==> src/rtl/fcpm_pkg.sv <==
// shared types, widths, register indexes and reset values of the palette mapper
package fcpm_pkg;

   // field and word widths
   localparam int SAMPLE_W    = 16;
   localparam int CHAN_W      = 8;
   localparam int CHANNELS    = 4;
   localparam int COLOR_W     = CHAN_W * CHANNELS;
   localparam int COUNT_W     = 3;
   localparam int CSR_INDEX_W = 3;
   localparam int CSR_DATA_W  = COLOR_W;

   // palette store: one entry per stop color register
   localparam int STOP_REGS   = 4;
   localparam int STOP_ADDR_W = $clog2(STOP_REGS);

   // parameter defaults
   localparam int TABLE_ENTRIES_DEFAULT = 256;
   localparam int MAX_STOPS_DEFAULT     = 4;

   typedef logic [CSR_INDEX_W-1:0] csr_index_type;
   typedef logic [COLOR_W-1:0]     color_type;

   // register indexes
   localparam csr_index_type REG_RANGE_LOW    = CSR_INDEX_W'(0);
   localparam csr_index_type REG_RANGE_HIGH   = CSR_INDEX_W'(1);
   localparam csr_index_type REG_STOP_COUNT   = CSR_INDEX_W'(2);
   localparam csr_index_type REG_STOP_COLOR_0 = CSR_INDEX_W'(3);
   localparam csr_index_type REG_STOP_COLOR_1 = CSR_INDEX_W'(4);
   localparam csr_index_type REG_STOP_COLOR_2 = CSR_INDEX_W'(5);
   localparam csr_index_type REG_STOP_COLOR_3 = CSR_INDEX_W'(6);

   // register reset values
   localparam logic signed [SAMPLE_W-1:0] RANGE_LOW_RESET  = SAMPLE_W'(0);
   localparam logic signed [SAMPLE_W-1:0] RANGE_HIGH_RESET = SAMPLE_W'(255);
   localparam logic [COUNT_W-1:0]         STOP_COUNT_RESET = COUNT_W'(4);
   localparam color_type STOP_COLOR_0_RESET = 32'h0000_B4FF;
   localparam color_type STOP_COLOR_1_RESET = 32'h00DC_DCFF;
   localparam color_type STOP_COLOR_2_RESET = 32'hFFFF_00FF;
   localparam color_type STOP_COLOR_3_RESET = 32'hFF32_00FF;

   // how the table index of a sample is formed
   typedef enum logic [1:0] {
      IDX_DIVIDE,
      IDX_ZERO,
      IDX_FULL,
      IDX_MIDDLE
   } idx_kind_type;

   // color of a palette entry that was never written
   function automatic color_type stop_reset_color(input logic [STOP_ADDR_W-1:0] addr);
      color_type color;
      case (addr)
         2'd0:    color = STOP_COLOR_0_RESET;
         2'd1:    color = STOP_COLOR_1_RESET;
         2'd2:    color = STOP_COLOR_2_RESET;
         default: color = STOP_COLOR_3_RESET;
      endcase
      return color;
   endfunction

endpackage

==> src/rtl/fcpm_req_if.sv <==
// sample channel: valid, ready and one signed sample
interface fcpm_req_if import fcpm_pkg::*; ();
   logic                       valid;
   logic                       ready;
   logic signed [SAMPLE_W-1:0] sample_value;

   modport source (output valid, output sample_value, input ready);
   modport sink   (input valid, input sample_value, output ready);
endinterface

==> src/rtl/fcpm_rsp_if.sv <==
// color channel: valid, ready and one rgba color
interface fcpm_rsp_if import fcpm_pkg::*; ();
   logic              valid;
   logic              ready;
   logic [CHAN_W-1:0] red;
   logic [CHAN_W-1:0] green;
   logic [CHAN_W-1:0] blue;
   logic [CHAN_W-1:0] alpha;

   modport source (output valid, output red, output green, output blue, output alpha,
                   input ready);
   modport sink   (input valid, input red, input green, input blue, input alpha,
                   output ready);
endinterface

==> src/rtl/false_color_palette_mapper.sv <==
// false color palette mapper: sample to rgba through range scaling and stop interpolation
//
// Each sample is scaled against range_low..range_high into a table index and turned into an
// RGBA color by linear interpolation between the enabled palette stops (grey ramp below two
// stops). The block is a pipeline of $clog2(TABLE_ENTRIES)+6 stages (14 at the default of 256
// entries) and takes one sample every cycle unless an output stall has filled every stage.
// The depth comes from the index division, which resolves one quotient bit per stage, the
// registered read of the two stop colors from the palette memory, the blend, and the final
// divide by the last table index, done in one stage as a multiply by its reciprocal. A stall
// on the output holds only the stages that are full, so bubbles are squeezed out and new
// samples are still taken while a color waits, until every stage is full. The four stop
// colors live in a small palette memory; per-entry valid bits give the reset colors, so
// there is no clearing pass.
// The user must write configuration only while the pipeline is empty; the block itself
// does not enforce this.
module false_color_palette_mapper import fcpm_pkg::*; #(
   parameter int TABLE_ENTRIES = TABLE_ENTRIES_DEFAULT,
   parameter int MAX_STOPS     = MAX_STOPS_DEFAULT
) (
   input  logic                   clock,
   input  logic                   reset,
   fcpm_req_if.sink               req_ch,
   fcpm_rsp_if.source             rsp_ch,
   input  logic                   csr_wr_en,
   input  logic [CSR_INDEX_W-1:0] csr_index,
   input  logic [CSR_DATA_W-1:0]  csr_wdata
);

   // index and pipeline geometry
   localparam int IDX_W      = $clog2(TABLE_ENTRIES);
   localparam int DVD_W      = SAMPLE_W + IDX_W;
   localparam int MIX_W      = CHAN_W + IDX_W;
   localparam int NUM_W      = IDX_W + COUNT_W;
   localparam int STOP_LIMIT = (MAX_STOPS < STOP_REGS) ? MAX_STOPS : STOP_REGS;
   localparam logic [IDX_W-1:0]   IDX_LAST  = IDX_W'(TABLE_ENTRIES - 1);
   localparam logic [IDX_W-1:0]   IDX_MID   = IDX_W'((TABLE_ENTRIES - 1) / 2);
   localparam logic [COUNT_W-1:0] STOP_SAT  = COUNT_W'(STOP_LIMIT);

   // reciprocal of the last index, exact for every blend value
   localparam int NRM_SHIFT = MIX_W + IDX_W;
   localparam int RCP_W     = MIX_W + 2;
   localparam int PROD_W    = MIX_W + RCP_W;
   localparam logic [RCP_W-1:0] NRM_RECIP = RCP_W'(((longint'(1) << NRM_SHIFT)
                                           + longint'(TABLE_ENTRIES - 2))
                                           / longint'(TABLE_ENTRIES - 1));

   localparam int ST_ENTRY = 0;
   localparam int ST_SCALE = 1;
   localparam int ST_DIV0  = 2;
   localparam int ST_IDX   = ST_DIV0 + IDX_W;
   localparam int ST_SEL   = ST_IDX + 1;
   localparam int ST_MIX   = ST_SEL + 1;
   localparam int ST_NRM   = ST_MIX + 1;
   localparam int NS       = ST_NRM + 1;

   // configuration registers
   logic signed [SAMPLE_W-1:0] range_low_ff;
   logic signed [SAMPLE_W-1:0] range_high_ff;
   logic [COUNT_W-1:0]         stop_count_ff;
   logic [STOP_REGS-1:0]       stop_vld_ff;
   color_type                  stop_mem [STOP_REGS];
   logic                       stop_wr;
   logic [STOP_ADDR_W-1:0]     stop_wr_addr;
   csr_index_type              stop_offset;

   // pipeline control
   logic [NS-1:0] vld_ff;
   logic [NS-1:0] vld_in;
   logic [NS-1:0] stage_load;

   // entry and scale stages
   logic signed [SAMPLE_W:0]   span_full;
   logic signed [SAMPLE_W:0]   diff_full;
   logic                       span_pos;
   logic [DVD_W-1:0]           divisor_ext;
   idx_kind_type               entry_kind_ff, entry_kind_in;
   logic [SAMPLE_W-1:0]        entry_diff_ff;
   idx_kind_type               scale_kind_ff;
   logic [DVD_W-1:0]           scale_dvd_ff, scale_dvd_in;

   // index division stages
   logic [DVD_W-1:0]   div_rem_ff  [IDX_W];
   logic [DVD_W-1:0]   div_rem_in  [IDX_W];
   logic [DVD_W-1:0]   div_rem_src [IDX_W];
   logic [IDX_W-1:0]   div_quo_ff  [IDX_W];
   logic [IDX_W-1:0]   div_quo_in  [IDX_W];
   logic [IDX_W-1:0]   div_quo_src [IDX_W];
   idx_kind_type       div_kind_ff [IDX_W];
   idx_kind_type       div_kind_src[IDX_W];

   // index, stop select and palette read
   logic [IDX_W-1:0]       idx_ff, idx_in;
   logic [COUNT_W-1:0]     sel_nsat;
   logic [COUNT_W-1:0]     sel_nm1;
   logic [COUNT_W-1:0]     sel_kfix;
   logic [NUM_W-1:0]       sel_num;
   logic [NUM_W-1:0]       sel_rnum;
   logic [STOP_ADDR_W-1:0] sel_k_ff, sel_k_in, sel_k1;
   logic [IDX_W-1:0]       sel_r_ff, sel_r_in;
   logic [IDX_W-1:0]       sel_idx_ff;
   logic                   sel_grey_ff, sel_grey_in;
   color_type              rd_a_ff, rd_b_ff;
   logic                   rd_a_vld_ff, rd_b_vld_ff;

   // blend and normalize stages
   color_type          col_a, col_b;
   logic [MIX_W-1:0]   mix_ff [CHANNELS];
   logic [MIX_W-1:0]   mix_in [CHANNELS];
   logic [CHAN_W-1:0]  nrm_ff [CHANNELS];
   logic [CHAN_W-1:0]  nrm_in [CHANNELS];

   // register write decode
   always_comb begin
      stop_offset  = csr_index - REG_STOP_COLOR_0;
      stop_wr_addr = stop_offset[STOP_ADDR_W-1:0];
      stop_wr      = 1'b0;
      unique case (csr_index) inside
         REG_STOP_COLOR_0, REG_STOP_COLOR_1, REG_STOP_COLOR_2, REG_STOP_COLOR_3:
            stop_wr = csr_wr_en;
         default:
            stop_wr = 1'b0;
      endcase
   end

   // scalar configuration registers
   always_ff @(posedge clock) begin
      if (reset) begin
         range_low_ff  <= RANGE_LOW_RESET;
         range_high_ff <= RANGE_HIGH_RESET;
         stop_count_ff <= STOP_COUNT_RESET;
         stop_vld_ff   <= '0;
      end else if (csr_wr_en) begin
         unique case (csr_index) inside
            REG_RANGE_LOW:  range_low_ff  <= csr_wdata[SAMPLE_W-1:0];
            REG_RANGE_HIGH: range_high_ff <= csr_wdata[SAMPLE_W-1:0];
            REG_STOP_COUNT: stop_count_ff <= csr_wdata[COUNT_W-1:0];
            REG_STOP_COLOR_0, REG_STOP_COLOR_1, REG_STOP_COLOR_2, REG_STOP_COLOR_3:
               stop_vld_ff[stop_wr_addr] <= 1'b1;
            default: ;
         endcase
      end
   end

   // handshake: a stage loads when it or any later stage has room
   genvar s;
   generate
      for (s = 0; s < NS; s++) begin : g_load
         assign stage_load[s] = rsp_ch.ready || !(&vld_ff[NS-1:s]);
      end
   endgenerate

   always_comb begin
      vld_in[0] = req_ch.valid;
      for (int i = 1; i < NS; i++) begin
         vld_in[i] = vld_ff[i-1];
      end
   end

   always_ff @(posedge clock) begin
      if (reset) begin
         vld_ff <= '0;
      end else begin
         for (int i = 0; i < NS; i++) begin
            if (stage_load[i]) begin
               vld_ff[i] <= vld_in[i];
            end
         end
      end
   end

   assign req_ch.ready = stage_load[ST_ENTRY];
   assign rsp_ch.valid = vld_ff[NS-1];

   // entry: classify the sample against the range
   always_comb begin
      span_full   = {range_high_ff[SAMPLE_W-1], range_high_ff}
                  - {range_low_ff[SAMPLE_W-1], range_low_ff};
      diff_full   = {req_ch.sample_value[SAMPLE_W-1], req_ch.sample_value}
                  - {range_low_ff[SAMPLE_W-1], range_low_ff};
      span_pos    = !span_full[SAMPLE_W] && (span_full != '0);
      divisor_ext = DVD_W'(span_full[SAMPLE_W-1:0]);
      if (!span_pos) begin
         entry_kind_in = IDX_MIDDLE;
      end else if (req_ch.sample_value <= range_low_ff) begin
         entry_kind_in = IDX_ZERO;
      end else if (req_ch.sample_value >= range_high_ff) begin
         entry_kind_in = IDX_FULL;
      end else begin
         entry_kind_in = IDX_DIVIDE;
      end
   end

   always_ff @(posedge clock) begin
      if (stage_load[ST_ENTRY]) begin
         entry_kind_ff <= entry_kind_in;
         entry_diff_ff <= diff_full[SAMPLE_W-1:0];
      end
   end

   // scale: offset times the last table index
   assign scale_dvd_in = DVD_W'(entry_diff_ff) * DVD_W'(IDX_LAST);

   always_ff @(posedge clock) begin
      if (stage_load[ST_SCALE]) begin
         scale_kind_ff <= entry_kind_ff;
         scale_dvd_ff  <= scale_dvd_in;
      end
   end

   // index division: one quotient bit per stage, most significant first
   genvar j;
   generate
      for (j = 0; j < IDX_W; j++) begin : g_div
         localparam int B = IDX_W - 1 - j;
         logic [DVD_W-1:0] trial;

         if (j == 0) begin : g_first
            assign div_rem_src[j]  = scale_dvd_ff;
            assign div_quo_src[j]  = '0;
            assign div_kind_src[j] = scale_kind_ff;
         end else begin : g_next
            assign div_rem_src[j]  = div_rem_ff[j-1];
            assign div_quo_src[j]  = div_quo_ff[j-1];
            assign div_kind_src[j] = div_kind_ff[j-1];
         end

         always_comb begin
            trial = divisor_ext << B;
            if (div_rem_src[j] >= trial) begin
               div_rem_in[j] = div_rem_src[j] - trial;
               div_quo_in[j] = div_quo_src[j] | (IDX_W'(1) << B);
            end else begin
               div_rem_in[j] = div_rem_src[j];
               div_quo_in[j] = div_quo_src[j];
            end
         end

         always_ff @(posedge clock) begin
            if (stage_load[ST_DIV0+j]) begin
               div_rem_ff[j]  <= div_rem_in[j];
               div_quo_ff[j]  <= div_quo_in[j];
               div_kind_ff[j] <= div_kind_src[j];
            end
         end
      end
   endgenerate

   // table index from the quotient or the range corner cases
   always_comb begin
      case (div_kind_ff[IDX_W-1])
         IDX_DIVIDE: idx_in = div_quo_ff[IDX_W-1];
         IDX_ZERO:   idx_in = '0;
         IDX_FULL:   idx_in = IDX_LAST;
         default:    idx_in = IDX_MID;
      endcase
   end

   always_ff @(posedge clock) begin
      if (stage_load[ST_IDX]) begin
         idx_ff <= idx_in;
      end
   end

   // segment and fraction: k and r of idx*(n-1) over the last index
   always_comb begin
      sel_nsat = (stop_count_ff > STOP_SAT) ? STOP_SAT : stop_count_ff;
      sel_nm1  = sel_nsat - COUNT_W'(1);
      sel_num  = NUM_W'(idx_ff) * NUM_W'(sel_nm1);
      sel_k_in = '0;
      sel_rnum = sel_num;
      for (int i = 1; i < STOP_REGS; i++) begin
         if (sel_num >= NUM_W'(i * (TABLE_ENTRIES - 1))) begin
            sel_k_in = STOP_ADDR_W'(i);
            sel_rnum = sel_num - NUM_W'(i * (TABLE_ENTRIES - 1));
         end
      end
      sel_r_in = sel_rnum[IDX_W-1:0];
      sel_kfix = sel_nsat - COUNT_W'(2);
      // top of the last segment
      if (COUNT_W'(sel_k_in) >= sel_nm1) begin
         sel_k_in = sel_kfix[STOP_ADDR_W-1:0];
         sel_r_in = IDX_LAST;
      end
      sel_k1      = sel_k_in + STOP_ADDR_W'(1);
      sel_grey_in = (sel_nsat < COUNT_W'(2));
   end

   // palette memory: written by configuration, two registered reads per sample
   always_ff @(posedge clock) begin
      if (stop_wr) begin
         stop_mem[stop_wr_addr] <= csr_wdata[COLOR_W-1:0];
      end
      if (stage_load[ST_SEL]) begin
         rd_a_ff     <= stop_mem[sel_k_in];
         rd_b_ff     <= stop_mem[sel_k1];
         rd_a_vld_ff <= stop_vld_ff[sel_k_in];
         rd_b_vld_ff <= stop_vld_ff[sel_k1];
      end
   end

   always_ff @(posedge clock) begin
      if (stage_load[ST_SEL]) begin
         sel_k_ff    <= sel_k_in;
         sel_r_ff    <= sel_r_in;
         sel_idx_ff  <= idx_ff;
         sel_grey_ff <= sel_grey_in;
      end
   end

   // blend: c_k*(M-r) + c_k+1*r per channel, grey ramp as a blend of 0 and full scale
   always_comb begin
      logic [CHAN_W-1:0] ca;
      logic [CHAN_W-1:0] cb;
      logic [IDX_W-1:0]  rr;
      col_a = rd_a_vld_ff ? rd_a_ff : stop_reset_color(sel_k_ff);
      col_b = rd_b_vld_ff ? rd_b_ff : stop_reset_color(sel_k_ff + STOP_ADDR_W'(1));
      for (int c = 0; c < CHANNELS; c++) begin
         ca = col_a[COLOR_W-1-CHAN_W*c -: CHAN_W];
         cb = col_b[COLOR_W-1-CHAN_W*c -: CHAN_W];
         rr = sel_r_ff;
         if (sel_grey_ff) begin
            ca = (c == CHANNELS - 1) ? '1 : '0;
            cb = '1;
            rr = sel_idx_ff;
         end
         mix_in[c] = MIX_W'(ca) * MIX_W'(IDX_LAST - rr) + MIX_W'(cb) * MIX_W'(rr);
      end
   end

   always_ff @(posedge clock) begin
      if (stage_load[ST_MIX]) begin
         for (int c = 0; c < CHANNELS; c++) begin
            mix_ff[c] <= mix_in[c];
         end
      end
   end

   // normalize: divide each blend by the last index as a multiply by its reciprocal
   always_comb begin
      logic [PROD_W-1:0] prod;
      for (int c = 0; c < CHANNELS; c++) begin
         prod      = PROD_W'(mix_ff[c]) * PROD_W'(NRM_RECIP);
         nrm_in[c] = prod[NRM_SHIFT +: CHAN_W];
      end
   end

   always_ff @(posedge clock) begin
      if (stage_load[ST_NRM]) begin
         for (int c = 0; c < CHANNELS; c++) begin
            nrm_ff[c] <= nrm_in[c];
         end
      end
   end

   // output register is the normalize stage
   assign rsp_ch.red   = nrm_ff[0];
   assign rsp_ch.green = nrm_ff[1];
   assign rsp_ch.blue  = nrm_ff[2];
   assign rsp_ch.alpha = nrm_ff[3];

endmodule

==> src/flat_wrapper.sv <==
// flat-port wrapper written by rule: the top's interface ports become plain ports
module false_color_palette_mapper_flat import fcpm_pkg::*;
#(
   parameter int TABLE_ENTRIES = TABLE_ENTRIES_DEFAULT,
   parameter int MAX_STOPS     = MAX_STOPS_DEFAULT
)
  (clock, reset, csr_wr_en, csr_index, csr_wdata, req_ch_valid, req_ch_sample_value, req_ch_ready, rsp_ch_valid, rsp_ch_red, rsp_ch_green, rsp_ch_blue, rsp_ch_alpha, rsp_ch_ready);
  fcpm_req_if req_ch_i ();
  fcpm_rsp_if rsp_ch_i ();
  input  logic clock;
  input  logic reset;
  input  logic csr_wr_en;
  input  logic [CSR_INDEX_W-1:0] csr_index;
  input  logic [CSR_DATA_W-1:0] csr_wdata;
  input wire logic [$bits(req_ch_i.valid)-1:0] req_ch_valid;
  input wire logic [$bits(req_ch_i.sample_value)-1:0] req_ch_sample_value;
  output wire logic [$bits(req_ch_i.ready)-1:0] req_ch_ready;
  output wire logic [$bits(rsp_ch_i.valid)-1:0] rsp_ch_valid;
  output wire logic [$bits(rsp_ch_i.red)-1:0] rsp_ch_red;
  output wire logic [$bits(rsp_ch_i.green)-1:0] rsp_ch_green;
  output wire logic [$bits(rsp_ch_i.blue)-1:0] rsp_ch_blue;
  output wire logic [$bits(rsp_ch_i.alpha)-1:0] rsp_ch_alpha;
  input wire logic [$bits(rsp_ch_i.ready)-1:0] rsp_ch_ready;
  assign req_ch_i.valid = req_ch_valid;
  assign req_ch_i.sample_value = req_ch_sample_value;
  assign req_ch_ready = req_ch_i.ready;
  assign rsp_ch_valid = rsp_ch_i.valid;
  assign rsp_ch_red = rsp_ch_i.red;
  assign rsp_ch_green = rsp_ch_i.green;
  assign rsp_ch_blue = rsp_ch_i.blue;
  assign rsp_ch_alpha = rsp_ch_i.alpha;
  assign rsp_ch_i.ready = rsp_ch_ready;
  false_color_palette_mapper #(.TABLE_ENTRIES(TABLE_ENTRIES), .MAX_STOPS(MAX_STOPS)) u_core (.clock(clock), .reset(reset), .req_ch(req_ch_i), .rsp_ch(rsp_ch_i), .csr_wr_en(csr_wr_en), .csr_index(csr_index), .csr_wdata(csr_wdata));
endmodule
==> config.mk <==
export PLATFORM = sky130hd
export DESIGN_NAME = false_color_palette_mapper_flat
export DESIGN_NICKNAME = d
export VERILOG_FILES = /design/src/rtl/fcpm_pkg.sv /design/src/rtl/fcpm_req_if.sv /design/src/rtl/fcpm_rsp_if.sv /design/src/rtl/false_color_palette_mapper.sv /design/src/flat_wrapper.sv
export SDC_FILE = /design/constraint.sdc
export NUM_CORES = 2
export LEC_CHECK = 0
export BUFFER_PORTS_ARGS = -buffer_cell sky130_fd_sc_hd__buf_2
export CELL_PAD_IN_SITES_DETAIL_PLACEMENT = 0
export CELL_PAD_IN_SITES_GLOBAL_PLACEMENT = 1
export CORE_MARGIN = 10
export CORE_UTILIZATION = 53
export CTS_CLUSTER_DIAMETER = 60
export DETAILED_ROUTE_END_ITERATION = 8
export PLACE_DENSITY_LB_ADDON = 0.08
export SYNTH_ARGS = -nofsm -noshare
export SYNTH_HDL_FRONTEND = slang
export SYNTH_SLANG_ARGS = --single-unit
==> constraint.sdc <==
create_clock -name clock -period 8.5 [get_ports clock]
set_clock_uncertainty 0.15 [all_clocks]
set_input_delay 1.7 -clock clock [delete_from_list [all_inputs] [get_ports clock]]
set_output_delay 1.7 -clock clock [all_outputs]
set_load 0.005 [all_outputs]
==> impl_metrics.csv <==
group,metric,value,unit
place,io_buffer_count,89,
worst_setup_path,cpMostUsedCell,"fa_1",
detailed_routing,final_antenna_net_count,0,
worst_setup_path,reg2reg_slack,0.74,ns
clocking,h-tree-depth,3,
place,hpwl,110700,um
sta,min_period,7.764,ns
global_route,grt_max_degree,69,
clocking,cts_tree,"built",
synth,synth.top_cell.area_share,0.3071,
synth,synth_seq_cells,634,
detailed_routing,post_drt_via_cell_ratio,5.565,
finish,final_util,0.5805,
worst_setup_path,endpoint_kind,"flop",
sta,slew_viol_final,0,
finish,syn_to_final_growth,9.076,%
floorplan,core,106800,um^2
min_path,hold_path_class,"flop to flop",
sta,rsz0062_at_grt,"false",
synth,syn-cell-area,56810,um^2
worst_setup_path,cp_slowest_cell,"a21oi_1",
global_route,met2_usage,0.3830,
sta,hold_viol,0,
sta,tightest_slew,1.132,ns
synth,ys_top_cells_by_area,"edfxtp_1, fa_1, ha_1",
synth,ys_warn_count,0,
synth,ys_seq_area_frac,0.3258,
floorplan,io_pins,90,
worst_setup_path,r2r_start,"u_core.sel_k_ff[0]",
min_path,min-delay-start,"u_core.entry_kind_ff[0]",
detailed_routing,vias,38970,
worst_setup_path,r2r-end,"u_core.mix_ff[1][15]",
min_path,holdPathEnd,"u_core.scale_kind_ff[0]",
worst_setup_path,start_kind,"flop",
global_route,grt_usage,0.2306,
worst_setup_path,required,8.75,ns
sta,totalNegativeSetupSlack,0,ns
synth,synth_edf_count,581,
clocking,insertion_delay,0.67,ns
worst_setup_path,critPathMaxStageDelay,0.63,ns
sta,slew_headroom,0.2437,
worst_setup_path,crit_fanout,14,
clocking,cts-resized-gates,0,
detailed_routing,wire_per_inst,19.87,um
global_route,top_usage_layer,"met2",
detailed_routing,drt_first_pass_iters,5,
sta,max_freq,128.8,MHz
finish,multi_input_area,35090,um^2
worst_setup_path,rr_worst_depth,23,
floorplan,rows,120,
worst_setup_path,critical_path.cell_chain,"inv_1 > ha_1 > nand2_1 > nand2b_1 > a21oi_1 > or2_2 > fa_1 > fa_1 > inv_1 > fa_1 > fa_1 > fa_1 > inv_1 > fa_1 > inv_1 > ha_1 > nand2_1 > nand2_1 > a31oi_1 > o21ai_0 > o41ai_1 > mux2i_1 > nand4_1",
floorplan,start_util,0.5322,
floorplan,die-area,120700,um^2
synth,async_flop_share,0,
clocking,post_cts_buffers,0,
finish,regArea,18510,um^2
clocking,cts-buffers-inserted,80,
clocking,hold_buffers,0,
finish,nFillCells,9277,
synth,synth_most_common_cell,"ha_1",
global_route,use_met3,0.04349,
floorplan,die_width,347.4,um
floorplan,fp.dieH,347.4,um
synth,synth_top_area_cell,"edfxtp_1",
finish,drive_above_1_share,0.07439,
clocking,cts.sinks,634,
global_route,grt_pass1_vias,39479,
clocking,cts_buffer_depth,3,
finish,finalNonFillerCells,7003,
detailed_routing,drtIter0Drc,2019,
synth,ys.flop_type,"edfxtp_1",
global_route,grt_pass1_wl,220600,um
worst_setup_path,crit_start,"u_core.sel_k_ff[0]",
synth,netlist_top_cells_count,"ha_1, inv_1, edfxtp_1",
detailed_routing,drt-total-wl,139100,um
synth,synth_cell_types,84,
finish,final_nets,6802,
worst_setup_path,worst-setup-path-type,"flop to flop",
detailed_routing,drc,0,
clocking,path_clk_slew,0.06,ns
place,routabilityCongestion,0.8867,
global_route,grt_overflow,0,
place,dp.cells,6846,
status,outcome,"completed",
sta,fin_crit_sh,0.9134,
run,maxCapViolations,0,
global_route,antenna_found_initial,27,
clocking,root_buffer,"clkbuf_16",
synth,syn_inst,5416,
min_path,min_path_cells,0,
sta,setup_viol_count_final,0,
global_route,met1_usage,0.3041,
worst_setup_path,worstPathArrival,8.01,ns
synth,avgSynthCellArea,10.49,um^2
==> sequential cells by signal, summed over array words and instances, names as in the netlist, 24 cells and up <==
signal / flops
u_core.mix_ff: 64
u_core.nrm_ff: 32
u_core.rd_a_ff: 32
u_core.rd_b_ff: 32
u_core.scale_dvd_ff: 24
u_core.div_rem_ff: 168
u_core.div_quo_ff: 36
u_core.stop_mem: 128
==> cell families (layout without fill, tap and decap cells) <==
family,count (synthesis),count (layout),synth area share
adder cells (fa/ha/maj),1221,1221,0.3310
AND/OR/NAND/NOR,1384,1384,0.1113
other,2,12,0.0001322
flip-flops,634,634,0.3258
multiplexers,222,222,0.04002
XOR/XNOR,238,238,0.03682
buffers and inverters,877,1051,0.05964
AO/OA/AOI/OAI,838,838,0.09534
==> metrics by stage <==
step / worst slack [ns] / hold slack, ns / area, um^2
2_1_floorplan: 0.8737 / 0.2503 / 56820
3_3_place_gp: 0.9537 / 0.2505 / 59130
3_5_place_dp: 0.8104 / 0.2554 / 59130
4_1_cts: 0.7871 / 0.2662 / 61950
5_1_grt: 0.1820 / 0.2703 / 61960
6_report: 0.7363 / 0.2617 / 61970
==> worst max-delay path: cells and delay by family, from the launching register on <==
family,cells,cell delay [ns]
flip-flops,1,0.48
AO/OA/AOI/OAI,4,1.62
multiplexers,1,0.26
AND/OR/NAND/NOR,6,0.90
adder cells (fa/ha/maj),8,3.79
buffers and inverters,4,0.29
==> per-layer routing <==
layer  vias to the layer above  part of all wire
met5                         -            0.0015
met4                        34             0.032
met3                       246             0.051
met2                       762              0.47
met1                     19043              0.45
li1                      18885                 -
==> placed cells by master, fill, tap and decap left out, drive strengths merged, types with 19 or more instances in the layout <==
master / instances
inv: 758
ha: 751
edfxtp: 581
nor2: 562
fa: 470
nand2: 349
a21oi: 273
mux2i: 181
xnor2: 166
o21ai: 161
buf: 155
a21o: 98
clkbuf: 97
nor3: 78
xor2: 72
nand3: 62
o21a: 53
dfxtp: 53
or2: 48
nand2b: 47
nor2b: 43
mux2: 41
nand4: 40
or3: 36
and3: 34
a211oi: 34
o31ai: 25
clkinv: 24
o211ai: 23
and2: 22
o21bai: 20
a31oi: 20
a211o: 19
==> layout make-up <==
type	instances	share of cell area
Inverter	747	0.04527
Timing Repair Buffer	155	0.01559
Sequential cell	634	0.2987
Clock inverter	52	0.01090
Tap cell	1403	0.02833
Antenna cell	8	0.0003230
Multi-Input combinational cell	3907	0.5663
Clock buffer	97	0.03465
==> how the worst max path moves through the flow <==
stage	slack [ns]	to
floorplan	0.87	req_ch_ready
global placement	0.95	u_core.mix_ff[1][15]
detailed placement	0.81	u_core.mix_ff[1][15]
CTS	0.79	u_core.mix_ff[1][15]
global route	0.18	u_core.mix_ff[1][15]
finish	0.74	u_core.mix_ff[1][15]
Power is left out: the tool's default activity adds up to more than one toggle a clock period on the data nets, which glitch-free logic cannot reach.
